File: config.mk
export PLATFORM = sky130hd
export DESIGN_NAME = readers_writer_task_dispatcher_unit
export DESIGN_NICKNAME = d
export VERILOG_FILES = /design/src/sv/rwtd_pkg.sv /design/src/sv/rwtd_ram.sv /design/src/sv/rwtd_ctrl.sv /design/src/sv/rwtd_dp.sv /design/src/sv/readers_writer_task_dispatcher_unit.sv
export SDC_FILE = /design/constraint.sdc
export NUM_CORES = 1
export LEC_CHECK = 0
export BUFFER_PORTS_ARGS = -buffer_cell sky130_fd_sc_hd__buf_2
export CAP_MARGIN = 30
export CORE_MARGIN = 2
export CORE_UTILIZATION = 65
export CTS_BUF_LIST = sky130_fd_sc_hd__clkbuf_16
export DETAILED_ROUTE_END_ITERATION = 8
export HOLD_SLACK_MARGIN = 0.06
export PLACE_DENSITY_LB_ADDON = 0.12
export SLEW_MARGIN = 20
export SYNTH_ARGS = -nofsm -noshare
export SYNTH_HDL_FRONTEND = slang
export SYNTH_SLANG_ARGS = --single-unit
File: constraint.sdc
create_clock -name clk -period 6.3 [get_ports clk]
set_input_delay 0.63 -clock clk [delete_from_list [all_inputs] [get_ports clk]]
set_output_delay 0.63 -clock clk [all_outputs]
set_load 0.03 [all_outputs]
File: src/sv/rwtd_pkg.sv
package rwtd_pkg;

  // Sizing
  localparam int unsigned RD_DEPTH         = 32;
  localparam int unsigned WR_DEPTH         = 16;
  localparam int unsigned TASK_ID_BITS     = 8;
  localparam int unsigned ACTIVE_READ_BITS = 16;

  // Fixed field widths of the request and result
  localparam int unsigned CMD_W      = 2;
  localparam int unsigned ID_FIELD_W = 8;
  localparam int unsigned STATUS_W   = 2;

  // Derived widths
  localparam int unsigned RP_W = $clog2(RD_DEPTH);
  localparam int unsigned WP_W = $clog2(WR_DEPTH);
  localparam int unsigned WC_W = $clog2(WR_DEPTH + 2);
  localparam int unsigned QR_W = $clog2(RD_DEPTH + 1);
  localparam int unsigned AR_W = ACTIVE_READ_BITS;

  // Queued reads are bounded by the queue depth and by the active read counter
  localparam longint unsigned ACTIVE_MAX = (64'd1 << ACTIVE_READ_BITS) - 64'd1;
  localparam int unsigned RD_LIMIT =
    (ACTIVE_MAX < 64'(RD_DEPTH)) ? int'(ACTIVE_MAX) : RD_DEPTH;

  // Command codes
  localparam logic [CMD_W-1:0] CMD_RD_ENQ  = 2'd0;
  localparam logic [CMD_W-1:0] CMD_WR_ENQ  = 2'd1;
  localparam logic [CMD_W-1:0] CMD_RD_DONE = 2'd2;
  localparam logic [CMD_W-1:0] CMD_WR_DONE = 2'd3;

  // Status codes
  localparam logic [STATUS_W-1:0] ST_OK     = 2'd0;
  localparam logic [STATUS_W-1:0] ST_REJECT = 2'd1;
  localparam logic [STATUS_W-1:0] ST_NOTRUN = 2'd2;

  // Task kinds
  localparam logic KIND_READ  = 1'b0;
  localparam logic KIND_WRITE = 1'b1;

  typedef struct packed {
    logic [CMD_W-1:0]      cmd;
    logic [ID_FIELD_W-1:0] task_id;
  } in_req_t;

  typedef struct packed {
    logic                  started;
    logic                  started_kind;
    logic [ID_FIELD_W-1:0] started_id;
    logic [STATUS_W-1:0]   status;
    logic                  last;
  } out_res_t;

  // What an executed request needs next
  typedef enum logic [1:0] {
    ACT_EMIT,
    ACT_POP_WRITE,
    ACT_RELEASE
  } act_e;

  // Controller to datapath
  typedef struct packed {
    logic latch;
    logic exec;
    logic wpop_emit;
    logic rel_step;
  } ctl_cmd_t;

  // Datapath to controller
  typedef struct packed {
    act_e act;
    logic rel_last;
  } dp_stat_t;

endpackage

File: src/sv/rwtd_ram.sv
module rwtd_ram #(
  parameter int unsigned WIDTH = 8,
  parameter int unsigned DEPTH = 16
) (
  input  logic                     clk,
  input  logic                     we,
  input  logic [$clog2(DEPTH)-1:0] waddr,
  input  logic [WIDTH-1:0]         wdata,
  input  logic [$clog2(DEPTH)-1:0] raddr,
  output logic [WIDTH-1:0]         rdata
);

  logic [WIDTH-1:0] mem [DEPTH];

  always_ff @(posedge clk) begin
    if (we) begin
      mem[waddr] <= wdata;
    end
    rdata <= mem[raddr];
  end

endmodule

File: src/sv/rwtd_ctrl.sv
module rwtd_ctrl (
  input  logic              clk,
  input  logic              rst_n,
  input  logic              start,
  output logic              busy,
  input  rwtd_pkg::dp_stat_t stat,
  output rwtd_pkg::ctl_cmd_t cmd
);

  typedef enum logic [1:0] {
    S_IDLE,
    S_EXEC,
    S_WPOP,
    S_REL
  } state_t;

  state_t state_r, state_nxt;
  logic   busy_r;

  // Next state and command decode
  always_comb begin
    state_nxt = state_r;
    cmd       = '0;
    case (state_r)
      S_IDLE: begin
        if (start) begin
          cmd.latch = 1'b1;
          state_nxt = S_EXEC;
        end
      end
      S_EXEC: begin
        cmd.exec = 1'b1;
        case (stat.act)
          rwtd_pkg::ACT_POP_WRITE: state_nxt = S_WPOP;
          rwtd_pkg::ACT_RELEASE:   state_nxt = S_REL;
          default:                 state_nxt = S_IDLE;
        endcase
      end
      S_WPOP: begin
        cmd.wpop_emit = 1'b1;
        state_nxt     = S_IDLE;
      end
      S_REL: begin
        cmd.rel_step = 1'b1;
        if (stat.rel_last) begin
          state_nxt = S_IDLE;
        end
      end
      default: state_nxt = S_IDLE;
    endcase
  end

  // State and busy flag
  always_ff @(posedge clk) begin
    if (!rst_n) begin
      state_r <= S_IDLE;
      busy_r  <= 1'b0;
    end else begin
      state_r <= state_nxt;
      busy_r  <= (state_nxt != S_IDLE);
    end
  end

  assign busy = busy_r;

endmodule

File: src/sv/rwtd_dp.sv
module rwtd_dp (
  input  logic               clk,
  input  logic               rst_n,
  input  rwtd_pkg::in_req_t  in_req,
  input  rwtd_pkg::ctl_cmd_t cmd,
  output rwtd_pkg::dp_stat_t stat,
  output logic               out_valid,
  output rwtd_pkg::out_res_t out_res
);

  localparam int unsigned RP_W = rwtd_pkg::RP_W;
  localparam int unsigned WP_W = rwtd_pkg::WP_W;
  localparam int unsigned WC_W = rwtd_pkg::WC_W;
  localparam int unsigned QR_W = rwtd_pkg::QR_W;
  localparam int unsigned AR_W = rwtd_pkg::AR_W;
  localparam int unsigned TW   = rwtd_pkg::TASK_ID_BITS;

  rwtd_pkg::in_req_t  req_r;
  rwtd_pkg::out_res_t out_r, out_nxt, res;
  logic               out_valid_r, out_valid_nxt;

  logic [WC_W-1:0] wc_r, wc_nxt;
  logic [AR_W-1:0] ar_r, ar_nxt;
  logic [QR_W-1:0] qr_r, qr_nxt;
  logic [QR_W-1:0] rel_cnt_r;
  logic [RP_W-1:0] rh_r, rt_r;
  logic [WP_W-1:0] wh_r, wt_r;

  logic [WC_W-1:0] wfifo_cnt;
  logic            rd_push, wr_push, wr_pop, rel;
  logic            rel_last, rh_adv;
  rwtd_pkg::act_e  act;
  logic [TW-1:0]   rd_q, wr_q;

  // Wait queues
  rwtd_ram #(.WIDTH(TW), .DEPTH(rwtd_pkg::RD_DEPTH)) u_rd_ram (
    .clk   (clk),
    .we    (cmd.exec && rd_push),
    .waddr (rt_r),
    .wdata (TW'(req_r.task_id)),
    .raddr (rh_r),
    .rdata (rd_q)
  );

  rwtd_ram #(.WIDTH(TW), .DEPTH(rwtd_pkg::WR_DEPTH)) u_wr_ram (
    .clk   (clk),
    .we    (cmd.exec && wr_push),
    .waddr (wt_r),
    .wdata (TW'(req_r.task_id)),
    .raddr (wh_r),
    .rdata (wr_q)
  );

  // Entries in the write queue: one fewer when a write is running
  assign wfifo_cnt = (wc_r != '0 && ar_r == '0) ? wc_r - WC_W'(1) : wc_r;
  assign rel_last  = (rel_cnt_r == QR_W'(1));

  // Request decision
  always_comb begin
    act          = rwtd_pkg::ACT_EMIT;
    res          = '0;
    res.last     = 1'b1;
    res.status   = rwtd_pkg::ST_OK;
    wc_nxt       = wc_r;
    ar_nxt       = ar_r;
    qr_nxt       = qr_r;
    rd_push      = 1'b0;
    wr_push      = 1'b0;
    wr_pop       = 1'b0;
    rel          = 1'b0;
    case (req_r.cmd)
      rwtd_pkg::CMD_RD_ENQ: begin
        if (wc_r != '0) begin
          if (qr_r >= QR_W'(rwtd_pkg::RD_LIMIT)) begin
            res.status = rwtd_pkg::ST_REJECT;
          end else begin
            rd_push = 1'b1;
            qr_nxt  = qr_r + QR_W'(1);
          end
        end else if (ar_r == '1) begin
          res.status = rwtd_pkg::ST_REJECT;
        end else begin
          ar_nxt           = ar_r + AR_W'(1);
          res.started      = 1'b1;
          res.started_kind = rwtd_pkg::KIND_READ;
          res.started_id   = rwtd_pkg::ID_FIELD_W'(TW'(req_r.task_id));
        end
      end
      rwtd_pkg::CMD_WR_ENQ: begin
        if (wc_r == '0 && ar_r == '0) begin
          wc_nxt           = WC_W'(1);
          res.started      = 1'b1;
          res.started_kind = rwtd_pkg::KIND_WRITE;
          res.started_id   = rwtd_pkg::ID_FIELD_W'(TW'(req_r.task_id));
        end else if (wfifo_cnt >= WC_W'(rwtd_pkg::WR_DEPTH)) begin
          res.status = rwtd_pkg::ST_REJECT;
        end else begin
          wr_push = 1'b1;
          wc_nxt  = wc_r + WC_W'(1);
        end
      end
      rwtd_pkg::CMD_RD_DONE: begin
        if (ar_r == '0) begin
          res.status = rwtd_pkg::ST_NOTRUN;
        end else begin
          ar_nxt = ar_r - AR_W'(1);
          if (ar_r == AR_W'(1) && wc_r != '0) begin
            wr_pop = 1'b1;
            act    = rwtd_pkg::ACT_POP_WRITE;
          end
        end
      end
      rwtd_pkg::CMD_WR_DONE: begin
        if (wc_r == '0 || ar_r != '0) begin
          res.status = rwtd_pkg::ST_NOTRUN;
        end else begin
          wc_nxt = wc_r - WC_W'(1);
          if (wc_r > WC_W'(1)) begin
            wr_pop = 1'b1;
            act    = rwtd_pkg::ACT_POP_WRITE;
          end else if (qr_r != '0) begin
            // last write gone: every waiting read starts
            rel    = 1'b1;
            ar_nxt = AR_W'(qr_r);
            qr_nxt = '0;
            act    = rwtd_pkg::ACT_RELEASE;
          end
        end
      end
      default: res.status = rwtd_pkg::ST_NOTRUN;
    endcase
  end

  assign stat.act      = act;
  assign stat.rel_last = rel_last;

  // Read head moves on the first release pop and on every release step but the last
  assign rh_adv = (cmd.exec && rel) || (cmd.rel_step && !rel_last);

  // Result register
  always_comb begin
    out_valid_nxt = 1'b0;
    out_nxt       = out_r;
    if (cmd.exec && act == rwtd_pkg::ACT_EMIT) begin
      out_valid_nxt = 1'b1;
      out_nxt       = res;
    end else if (cmd.wpop_emit) begin
      out_valid_nxt        = 1'b1;
      out_nxt              = '0;
      out_nxt.started      = 1'b1;
      out_nxt.started_kind = rwtd_pkg::KIND_WRITE;
      out_nxt.started_id   = rwtd_pkg::ID_FIELD_W'(wr_q);
      out_nxt.status       = rwtd_pkg::ST_OK;
      out_nxt.last         = 1'b1;
    end else if (cmd.rel_step) begin
      out_valid_nxt        = 1'b1;
      out_nxt              = '0;
      out_nxt.started      = 1'b1;
      out_nxt.started_kind = rwtd_pkg::KIND_READ;
      out_nxt.started_id   = rwtd_pkg::ID_FIELD_W'(rd_q);
      out_nxt.status       = rwtd_pkg::ST_OK;
      out_nxt.last         = rel_last;
    end
  end

  // Payload registers
  always_ff @(posedge clk) begin
    if (cmd.latch) begin
      req_r <= in_req;
    end
    out_r <= out_nxt;
  end

  // Counters and queue pointers
  always_ff @(posedge clk) begin
    if (!rst_n) begin
      wc_r        <= '0;
      ar_r        <= '0;
      qr_r        <= '0;
      rel_cnt_r   <= '0;
      rh_r        <= '0;
      rt_r        <= '0;
      wh_r        <= '0;
      wt_r        <= '0;
      out_valid_r <= 1'b0;
    end else begin
      out_valid_r <= out_valid_nxt;
      if (cmd.exec) begin
        wc_r <= wc_nxt;
        ar_r <= ar_nxt;
        qr_r <= qr_nxt;
        if (rel) begin
          rel_cnt_r <= qr_r;
        end
        if (rd_push) begin
          rt_r <= (rt_r == RP_W'(rwtd_pkg::RD_DEPTH - 1)) ? '0 : rt_r + RP_W'(1);
        end
        if (wr_push) begin
          wt_r <= (wt_r == WP_W'(rwtd_pkg::WR_DEPTH - 1)) ? '0 : wt_r + WP_W'(1);
        end
        if (wr_pop) begin
          wh_r <= (wh_r == WP_W'(rwtd_pkg::WR_DEPTH - 1)) ? '0 : wh_r + WP_W'(1);
        end
      end
      if (cmd.rel_step) begin
        rel_cnt_r <= rel_cnt_r - QR_W'(1);
      end
      if (rh_adv) begin
        rh_r <= (rh_r == RP_W'(rwtd_pkg::RD_DEPTH - 1)) ? '0 : rh_r + RP_W'(1);
      end
    end
  end

  assign out_valid = out_valid_r;
  assign out_res   = out_r;

endmodule

File: src/sv/readers_writer_task_dispatcher_unit.sv
// A result is strobed after the request is latched and then executed; a done event that
// starts a queued write passes through the write-pop state first. Releasing N queued reads
// strobes N results back to back from the release state, which follows the execute state.
// The block takes no new request until it is done with the last one; busy stays high until
// the final result is loaded.
// Synchronous active-low reset clears counters and queue pointers; results cannot stall.
module readers_writer_task_dispatcher_unit (
  input  logic               clk,
  input  logic               rst_n,
  input  logic               start,
  output logic               busy,
  input  rwtd_pkg::in_req_t  in_req,
  output logic               out_valid,
  output rwtd_pkg::out_res_t out_res
);

  rwtd_pkg::ctl_cmd_t ctl_cmd;
  rwtd_pkg::dp_stat_t dp_stat;

  rwtd_ctrl u_ctrl (
    .clk   (clk),
    .rst_n (rst_n),
    .start (start),
    .busy  (busy),
    .stat  (dp_stat),
    .cmd   (ctl_cmd)
  );

  rwtd_dp u_dp (
    .clk       (clk),
    .rst_n     (rst_n),
    .in_req    (in_req),
    .cmd       (ctl_cmd),
    .stat      (dp_stat),
    .out_valid (out_valid),
    .out_res   (out_res)
  );

endmodule

==> impl_results.md, run 1 <==
* Hold depth at 1
* Crit end category: register
* Critical Path, Cell by Cell: nor3b_1 -> and3_1 -> nand2_1 -> nor2_1
* Routability cong. at 0.872
* Max-slew violation count at 0
* WHS at 268 ps
* CTS Sinks at 478
* Postcts setup bufs at 0
* GRT Util Overall at 0.266
* Worst Path Arrival at 3690 ps
* Max stage delay on crit path at 870 ps
* IO Port Bufs at 27
* Routed vias at 10900
* Area Overhead vs Synth at 9.42%
* Max Cap Violations at 0
* VDD IR-drop max at 0.222 mV
* Pleak at 6.93 nW
* Root buf cell: clkbuf_16
* ANT cells at 0
* Initial antenna violation count at 0
* Rel. slew slack at 0.392
* Vias in the first global route at 10300
* Synthesized flop and latch total at 478
* Kind of critical path: register to register
* Netlist cell types at 82
* Mean Syn Cell Area at 16.9 um2
* Initial DRT Pass Iterations at 5
* Num rows at 64
* Synthesized cell area at 19900 um2
* Worst Hold End: u_dp.req_r[7]
* Fillers at 1887
* Worst R2R Start: u_ctrl.state_r[0]
* Nets at 1237
* Worst reg-to-reg path cell count at 4
* Commonest non-fill, non-tap cell in the layout: edfxtp_1
* Crit Reg-Reg Endpoint: u_dp.u_rd_ram.mem[2][4]
* Synth Flop Type: edfxtp_1
* Largest net degree at the start of global routing at 69
* Pwr dens at 288 nW/um2
* Post-synth EDFFs at 406
* Syn Inst Count at 1179
* Overall power at 6.28 mW
* Die area at 32100 um2
* Pint at 4.98 mW
* Worst Min Path Start: in_req[7]
* Gate power share at 0.032
* CTS Buffer Depth at 3
* Layout cells sized above 1 at 0.219
* WL per Instance at 25.5 um
* WP buf/inv at 0
* Final HPWL DP at 25.8 mm
* Max frequency at 284 MHz
* Sequential standard cell area at 13600 um2
* Sw Ratio at 0.207
* Tcrit/Tclk final at 0.558
* Final setup viols at 0
* Clock Latency Late Sink at 550 ps
* Clk slew on worst S/H paths at 60 ps
* Worst Path Required at 6470 ps
* Post-synthesis net count at 1218
* Final WS setup at 2780 ps
* Startpoint Class: register
* H-tree depth at 2
* GRT overflow at 0
* Post-cts hold buffer count at 0
* Final hold vios at 0
* Clock tree from TritonCTS: done
* Switching power at 1.30 mW
* Clk pwr share at 0.417
* Share of the core filled with cells at 0.717
* Final min period at 3520 ps
* Worst Path Max Fanout at 21
* Pre-CTS setup slack at 2830 ps
* CTS buffer count at 47
* Routed WL at 41.6 mm
* Sequential element share of the synthesized area at 0.684
* Clock skew at 18.7 ps
* Die Y at 179 um
* Initial Util at 0.655
* Worst-Margin Slew at 911 ps
* Sequential share of power at 0.551
* Starting DRT DRC Count at 1201
* IO Count at 28
* Chip width at 179 um
* Hold crit path type: primary input to register
* Status: complete, no violations
* Multi-input gate area at 5900 um2
* Core area at 30400 um2
* Highest-count cells in the layout ignoring fill and taps: edfxtp_1 (406), mux4_2 (120), nor2_1 (79)
* Cts repair resizes at 0
* CP max stage cell: dfxtp_1
* RSZ-0062 raised after global routing: no
* Yosys warns at 0
* Vias per inst at 6.69
* Setup TNS at 0 ps
* Async set-reset flop share out of synthesis at 0
* DRC Markers at 0
* First-pass GRT wire length at 63.0 mm
* Internal reg-to-reg setup slack at 2780 ps
* Delay-heaviest family, CP: simple AND/OR/NAND/NOR gates
* Post-route ant nets at 0
[worst reg2reg max path: stages, from the launching register on]
cell	delay (ps)
dfxtp_1	870
nor3b_1	530
and3_1	560
nand2_1	470
nor2_1	720
[how the worst max path moves through the flow]
| stage | from | endpoint | slack, ps | depth (start not counted) |
|---|---|---|---|---|
| final | u_ctrl.state_r[0] | u_dp.u_rd_ram.mem[2][4] | 2780 | 4 |
| after global placement | u_ctrl.state_r[0] | u_dp.u_rd_ram.mem[15][1] | 3000 | 4 |
| after detailed placement | u_ctrl.state_r[0] | u_dp.u_rd_ram.mem[15][2] | 2830 | 4 |
| after floorplan | u_dp.ar_r[2] | u_dp.u_wr_ram.mem[3][0] | 3740 | 6 |
| after CTS | u_ctrl.state_r[0] | u_dp.u_rd_ram.mem[17][4] | 2800 | 4 |
| after global routing | u_ctrl.state_r[0] | u_dp.u_rd_ram.mem[17][4] | 2560 | 4 |
[cell usage after synthesis, types with 3 or more instances]
master	instances	area, um2
o221a_2	8	90.1
a21oi_1	36	180
o2bb2ai_1	8	70.1
buf_4	5	37.5
or3_1	6	37.5
o211ai_1	3	22.5
nand2_1	53	199
dfxtp_1	72	1440
nand3_1	20	100
and4_1	4	35.0
mux4_2	120	2700
nor4_1	9	56.3
o221a_1	4	45.0
buf_1	12	45.0
buf_2	8	40.0
clkbuf_1	42	158
nor2b_1	8	50.1
a211oi_1	4	30.0
o31ai_1	7	52.6
and2_1	4	25.0
o311ai_1	4	35.0
ha_1	26	325
edfxtp_1	406	12200
a31oi_1	15	93.8
xnor2_1	4	35.0
inv_1	22	82.6
xor2_1	5	43.8
nand3b_1	7	52.6
mux2i_1	12	120
o22ai_1	3	18.8
o21ai_0	21	105
nor3_1	29	145
or4_1	4	30.0
nand4_1	13	81.3
or4b_1	3	30.0
clkbuf_2	4	20.0
and3_1	22	138
mux2_2	9	101
nor2_1	79	297
[registers in the layout (all words and copies together) (netlist names)]
register and flops:
u_ctrl.busy 1, u_ctrl.state_r 2, u_dp.ar_r 16, u_dp.out_res 13
u_dp.out_valid 1, u_dp.qr_r 6, u_dp.rel_cnt_r 6, u_dp.req_r 10
u_dp.rh_r 5, u_dp.rt_r 5, u_dp.u_rd_ram.mem 256, u_dp.u_rd_ram.rdata 8
u_dp.u_wr_ram.mem 128, u_dp.u_wr_ram.rdata 8, u_dp.wc_r 5, u_dp.wh_r 4
u_dp.wt_r 4
[logic make-up after synthesis]
group | count (synthesis) | synth area share
compound gates | 150 | 0.0557
xor+xnor | 9 | 0.00395
fa+ha+maj | 26 | 0.0163
buf+inv | 97 | 0.0207
flops | 478 | 0.684
mux | 142 | 0.148
simple gates | 277 | 0.0720
[layout make-up]
class | instances | share of cell area
repair buffers | 43 | 0.0116
clock inverters | 39 | 0.0124
flip-flops and latches | 478 | 0.625
clock buffers | 47 | 0.0539
multi-input cells | 604 | 0.270
well taps | 396 | 0.0227
inverters | 24 | 0.00413
[per-stage QoR]
step / instance area [um2] / instances
2_1_floorplan: 19900 / 1179
4_1_cts: 21800 / 1631
3_3_place_gp: 20400 / 1544
5_1_grt: 21800 / 1631
3_5_place_dp: 20400 / 1545
6_report: 21800 / 1631
[metal layers]
metal / vias up / part of all wire / track usage
met2: 533 / 0.46 / 0.400
met4: 0 / 0.025 / 0.0776
met3: 75 / 0.080 / 0.0424
li1: 4791 / - / -
met1: 5519 / 0.43 / 0.411
met5: - / 0 / 0
[power groups by stage]
stage	logic, mW	registers [mW]	clock network, mW
5_1_grt	0.217	3.46	2.78
4_1_cts	0.198	3.46	2.67
3_5_place_dp	0.197	3.53	0
2_1_floorplan	0.110	3.55	0
3_3_place_gp	0.194	3.53	0
6_report	0.199	3.46	2.62
(Power assumes the default switching activity.)
==> run 2, diff against run 1 <==
--- a/config.mk
+++ b/config.mk
@@ -5,10 +5,11 @@
 export SDC_FILE = /design/constraint.sdc
 export NUM_CORES = 1
 export LEC_CHECK = 0
+export ABC_AREA = 1
 export BUFFER_PORTS_ARGS = -buffer_cell sky130_fd_sc_hd__buf_2
 export CAP_MARGIN = 30
 export CORE_MARGIN = 2
-export CORE_UTILIZATION = 65
+export CORE_UTILIZATION = 63
 export CTS_BUF_LIST = sky130_fd_sc_hd__clkbuf_16
 export DETAILED_ROUTE_END_ITERATION = 8
 export HOLD_SLACK_MARGIN = 0.06
==> constraint.sdc (replaced) <==
create_clock -name clk -period 3.5 [get_ports clk]
set_input_delay 0.35 -clock clk [delete_from_list [all_inputs] [get_ports clk]]
set_output_delay 0.35 -clock clk [all_outputs]
set_load 0.03 [all_outputs]
==> impl_results.md, run 2 <==
* Synthesized flop and latch total at 478
* IO Port Bufs at 27
* ANT cells at 0
* Vias per inst at 5.93
* Chip width at 185 um
* Top cell types by occurrence after synthesis: edfxtp_1 (406), nand2_1 (377), nor2_1 (291)
* Die Y at 185 um
* Switching power at 2.61 mW
* Mean Syn Cell Area at 10.7 um2
* Setup TNS at 0 ps
* Pleak at 8.38 nW
* GRT overflow at 0
* Routed vias at 14600
* Post-synthesis net count at 1980
* Initial Util at 0.638
* Startpoint Class: register
* Clock Latency Late Sink at 570 ps
* Clock tree from TritonCTS: done
* Clock skew at 16.0 ps
* Clk slew on worst S/H paths at 60 ps
* Area Overhead vs Synth at 11.5%
* Nets at 2022
* Routability cong. at 0.888
* Final setup viols at 0
* Tcrit/Tclk final at 0.824
* Num rows at 66
* Final min period at 2880 ps
* Commonest non-fill, non-tap cell in the layout: edfxtp_1
* First-pass GRT wire length at 75.5 mm
* Sequential share of power at 0.523
* Worst Path Arrival at 3080 ps
* RSZ-0062 raised after global routing: no
* Worst Path Required at 3700 ps
* Kind of critical path: register to register
* Clk pwr share at 0.431
* Post-route ant nets at 0
* Hold crit path type: primary input to register
* Max frequency at 347 MHz
* Routed WL at 49.4 mm
* Synthesized cell area at 20700 um2
* Final hold vios at 0
* Pwr dens at 518 nW/um2
* Synth top area share at 0.589
* Gate power share at 0.046
* WL per Instance at 20.0 um
* Core area at 32500 um2
* GRT Util Overall at 0.290
* Syn Inst Count at 1941
* Netlist cell types at 43
* Most flop-heavy register: u_dp.u_rd_ram.mem
* Root buf cell: clkbuf_16
* H-tree depth at 2
* Placed insts at 2365
* Non-Filler Instances at 2463
* Rel. slew slack at 0.371
* Initial DRT Pass Iterations at 5
* Crit end category: register
* Postcts setup bufs at 0
* Initial antenna violation count at 0
* CTS Buffer Depth at 3
* Highest-count cells in the layout ignoring fill and taps: edfxtp_1 (406), nand2_1 (377), nor2_1 (291)
* Largest net degree at the start of global routing at 82
* Layout cells sized above 1 at 0.100
* Worst-Margin Slew at 942 ps
* Async set-reset flop share out of synthesis at 0
* CTS buffer count at 48
* Largest registers: u_dp.u_rd_ram.mem (256), u_dp.u_wr_ram.mem (128), u_dp.ar_r (16)
* IO Count at 28
* Max reg flops at 256
* Status: complete, no violations
* Most frequent cell after synthesis: edfxtp_1
* VDD IR-drop max at 0.480 mV
* Max Cap Violations at 0
* Yosys warns at 0
* Worst Path Max Fanout at 8
* Sequential element share of the synthesized area at 0.659
* Overall power at 12.0 mW
* Synth area leader: edfxtp_1
* Post-synth EDFFs at 406
* Final HPWL DP at 30.4 mm
* Sw Ratio at 0.218
* Starting DRT DRC Count at 1657
* Share of the core filled with cells at 0.711
* Vias in the first global route at 13700
* CTS Sinks at 478
* Pint at 9.36 mW
* Cts repair resizes at 0
* WHS at 326 ps
* Top cells by area, synth: edfxtp_1 (59%), dfxtp_1 (7.0%), nand2_1 (6.8%), nor2_1 (5.3%), nand3_1 (4.8%)
* DRC Markers at 0
* Max-slew violation count at 0
* Synth Flop Type: edfxtp_1
* Die area at 34300 um2
-- run 2: changes by cell type after synthesis, moves of 22 or more --
cell	previous run	this run
o221ai_1	2	39
mux4_2	120	0
inv_1	22	88
and3_1	22	0
clkbuf_1	42	65
nand3_1	20	200
nor2_1	79	291
o21ai_0	21	137
nand2_1	53	377
-- run 2: area by class of cell --
class,instances,area (um2)
Clock inverter,39,360
Fill cell,2340,9380
Tap cell,442,553
Inverter,99,379
Timing Repair Buffer,88,658
Sequential cell,478,13600
Multi-Input combinational cell,1268,6260
Clock buffer,49,1230
-- run 2: cell families after synthesis --
family | share of synthesized area
muxes | 0.00339
AOI/OAI and AO/OA | 0.0805
and+or+nand+nor | 0.196
xor gates and xnor gates | 0.00677
adders and majority gates | 0.0157
buffers and inverters | 0.0386
DFF | 0.659
-- run 2: power groups by stage --
stage,combinational [mW],sequential [mW],clock [mW]
2_1_floorplan,0.335,6.41,0
3_3_place_gp,0.516,6.38,0
3_5_place_dp,0.535,6.38,0
4_1_cts,0.547,6.26,5.22
5_1_grt,0.610,6.26,5.43
6_report,0.548,6.26,5.16
-- run 2: metrics by stage --
stage	setup WS [ps]	cell area, um2
4_1_cts	642	23100
5_1_grt	360	23100
2_1_floorplan	1060	20700
3_3_place_gp	759	21300
3_5_place_dp	654	21400
6_report	616	23100
-- run 2: metal layers --
layer,vias to the layer above,GRT usage,part of all wire
met5,-,0,0
met4,0,0.103,0.030
met3,95,0.0417,0.080
met2,634,0.447,0.46
met1,6989,0.426,0.43
li1,6897,-,-
-- run 2: timing repair --
item / CTS / global route
endpoints found under the hold margin: 10 / 0
endpoints found under the setup margin: 0 / 0
hold buffers: 10 / 0
-- run 2: path summary, 6_finish.rpt --
check / from / to / slack (ps) / depth (start not counted)
max: u_dp.wc_r[0] / u_dp.u_wr_ram.mem[7][4] / 620 / 13
min reg2reg: u_dp.rel_cnt_r[0] / u_dp.rel_cnt_r[0] / 510 / 2
max reg2reg: u_dp.wc_r[0] / u_dp.u_wr_ram.mem[7][4] / 620 / 13
min: rst_n / u_dp.ar_r[13] / 330 / 4
-- run 2: worst max-delay path: stages (launching register included) --
cell and delay [ps]:
dfxtp_1 430, inv_1 120, ha_1 210, inv_1 50, nor2_1 50, nand2_2 140, inv_2 100, nand3_1 170
nand2_1 90, nor2_2 250, nand2_4 130, clkinv_2 110, nand2_1 90, nor2_1 580
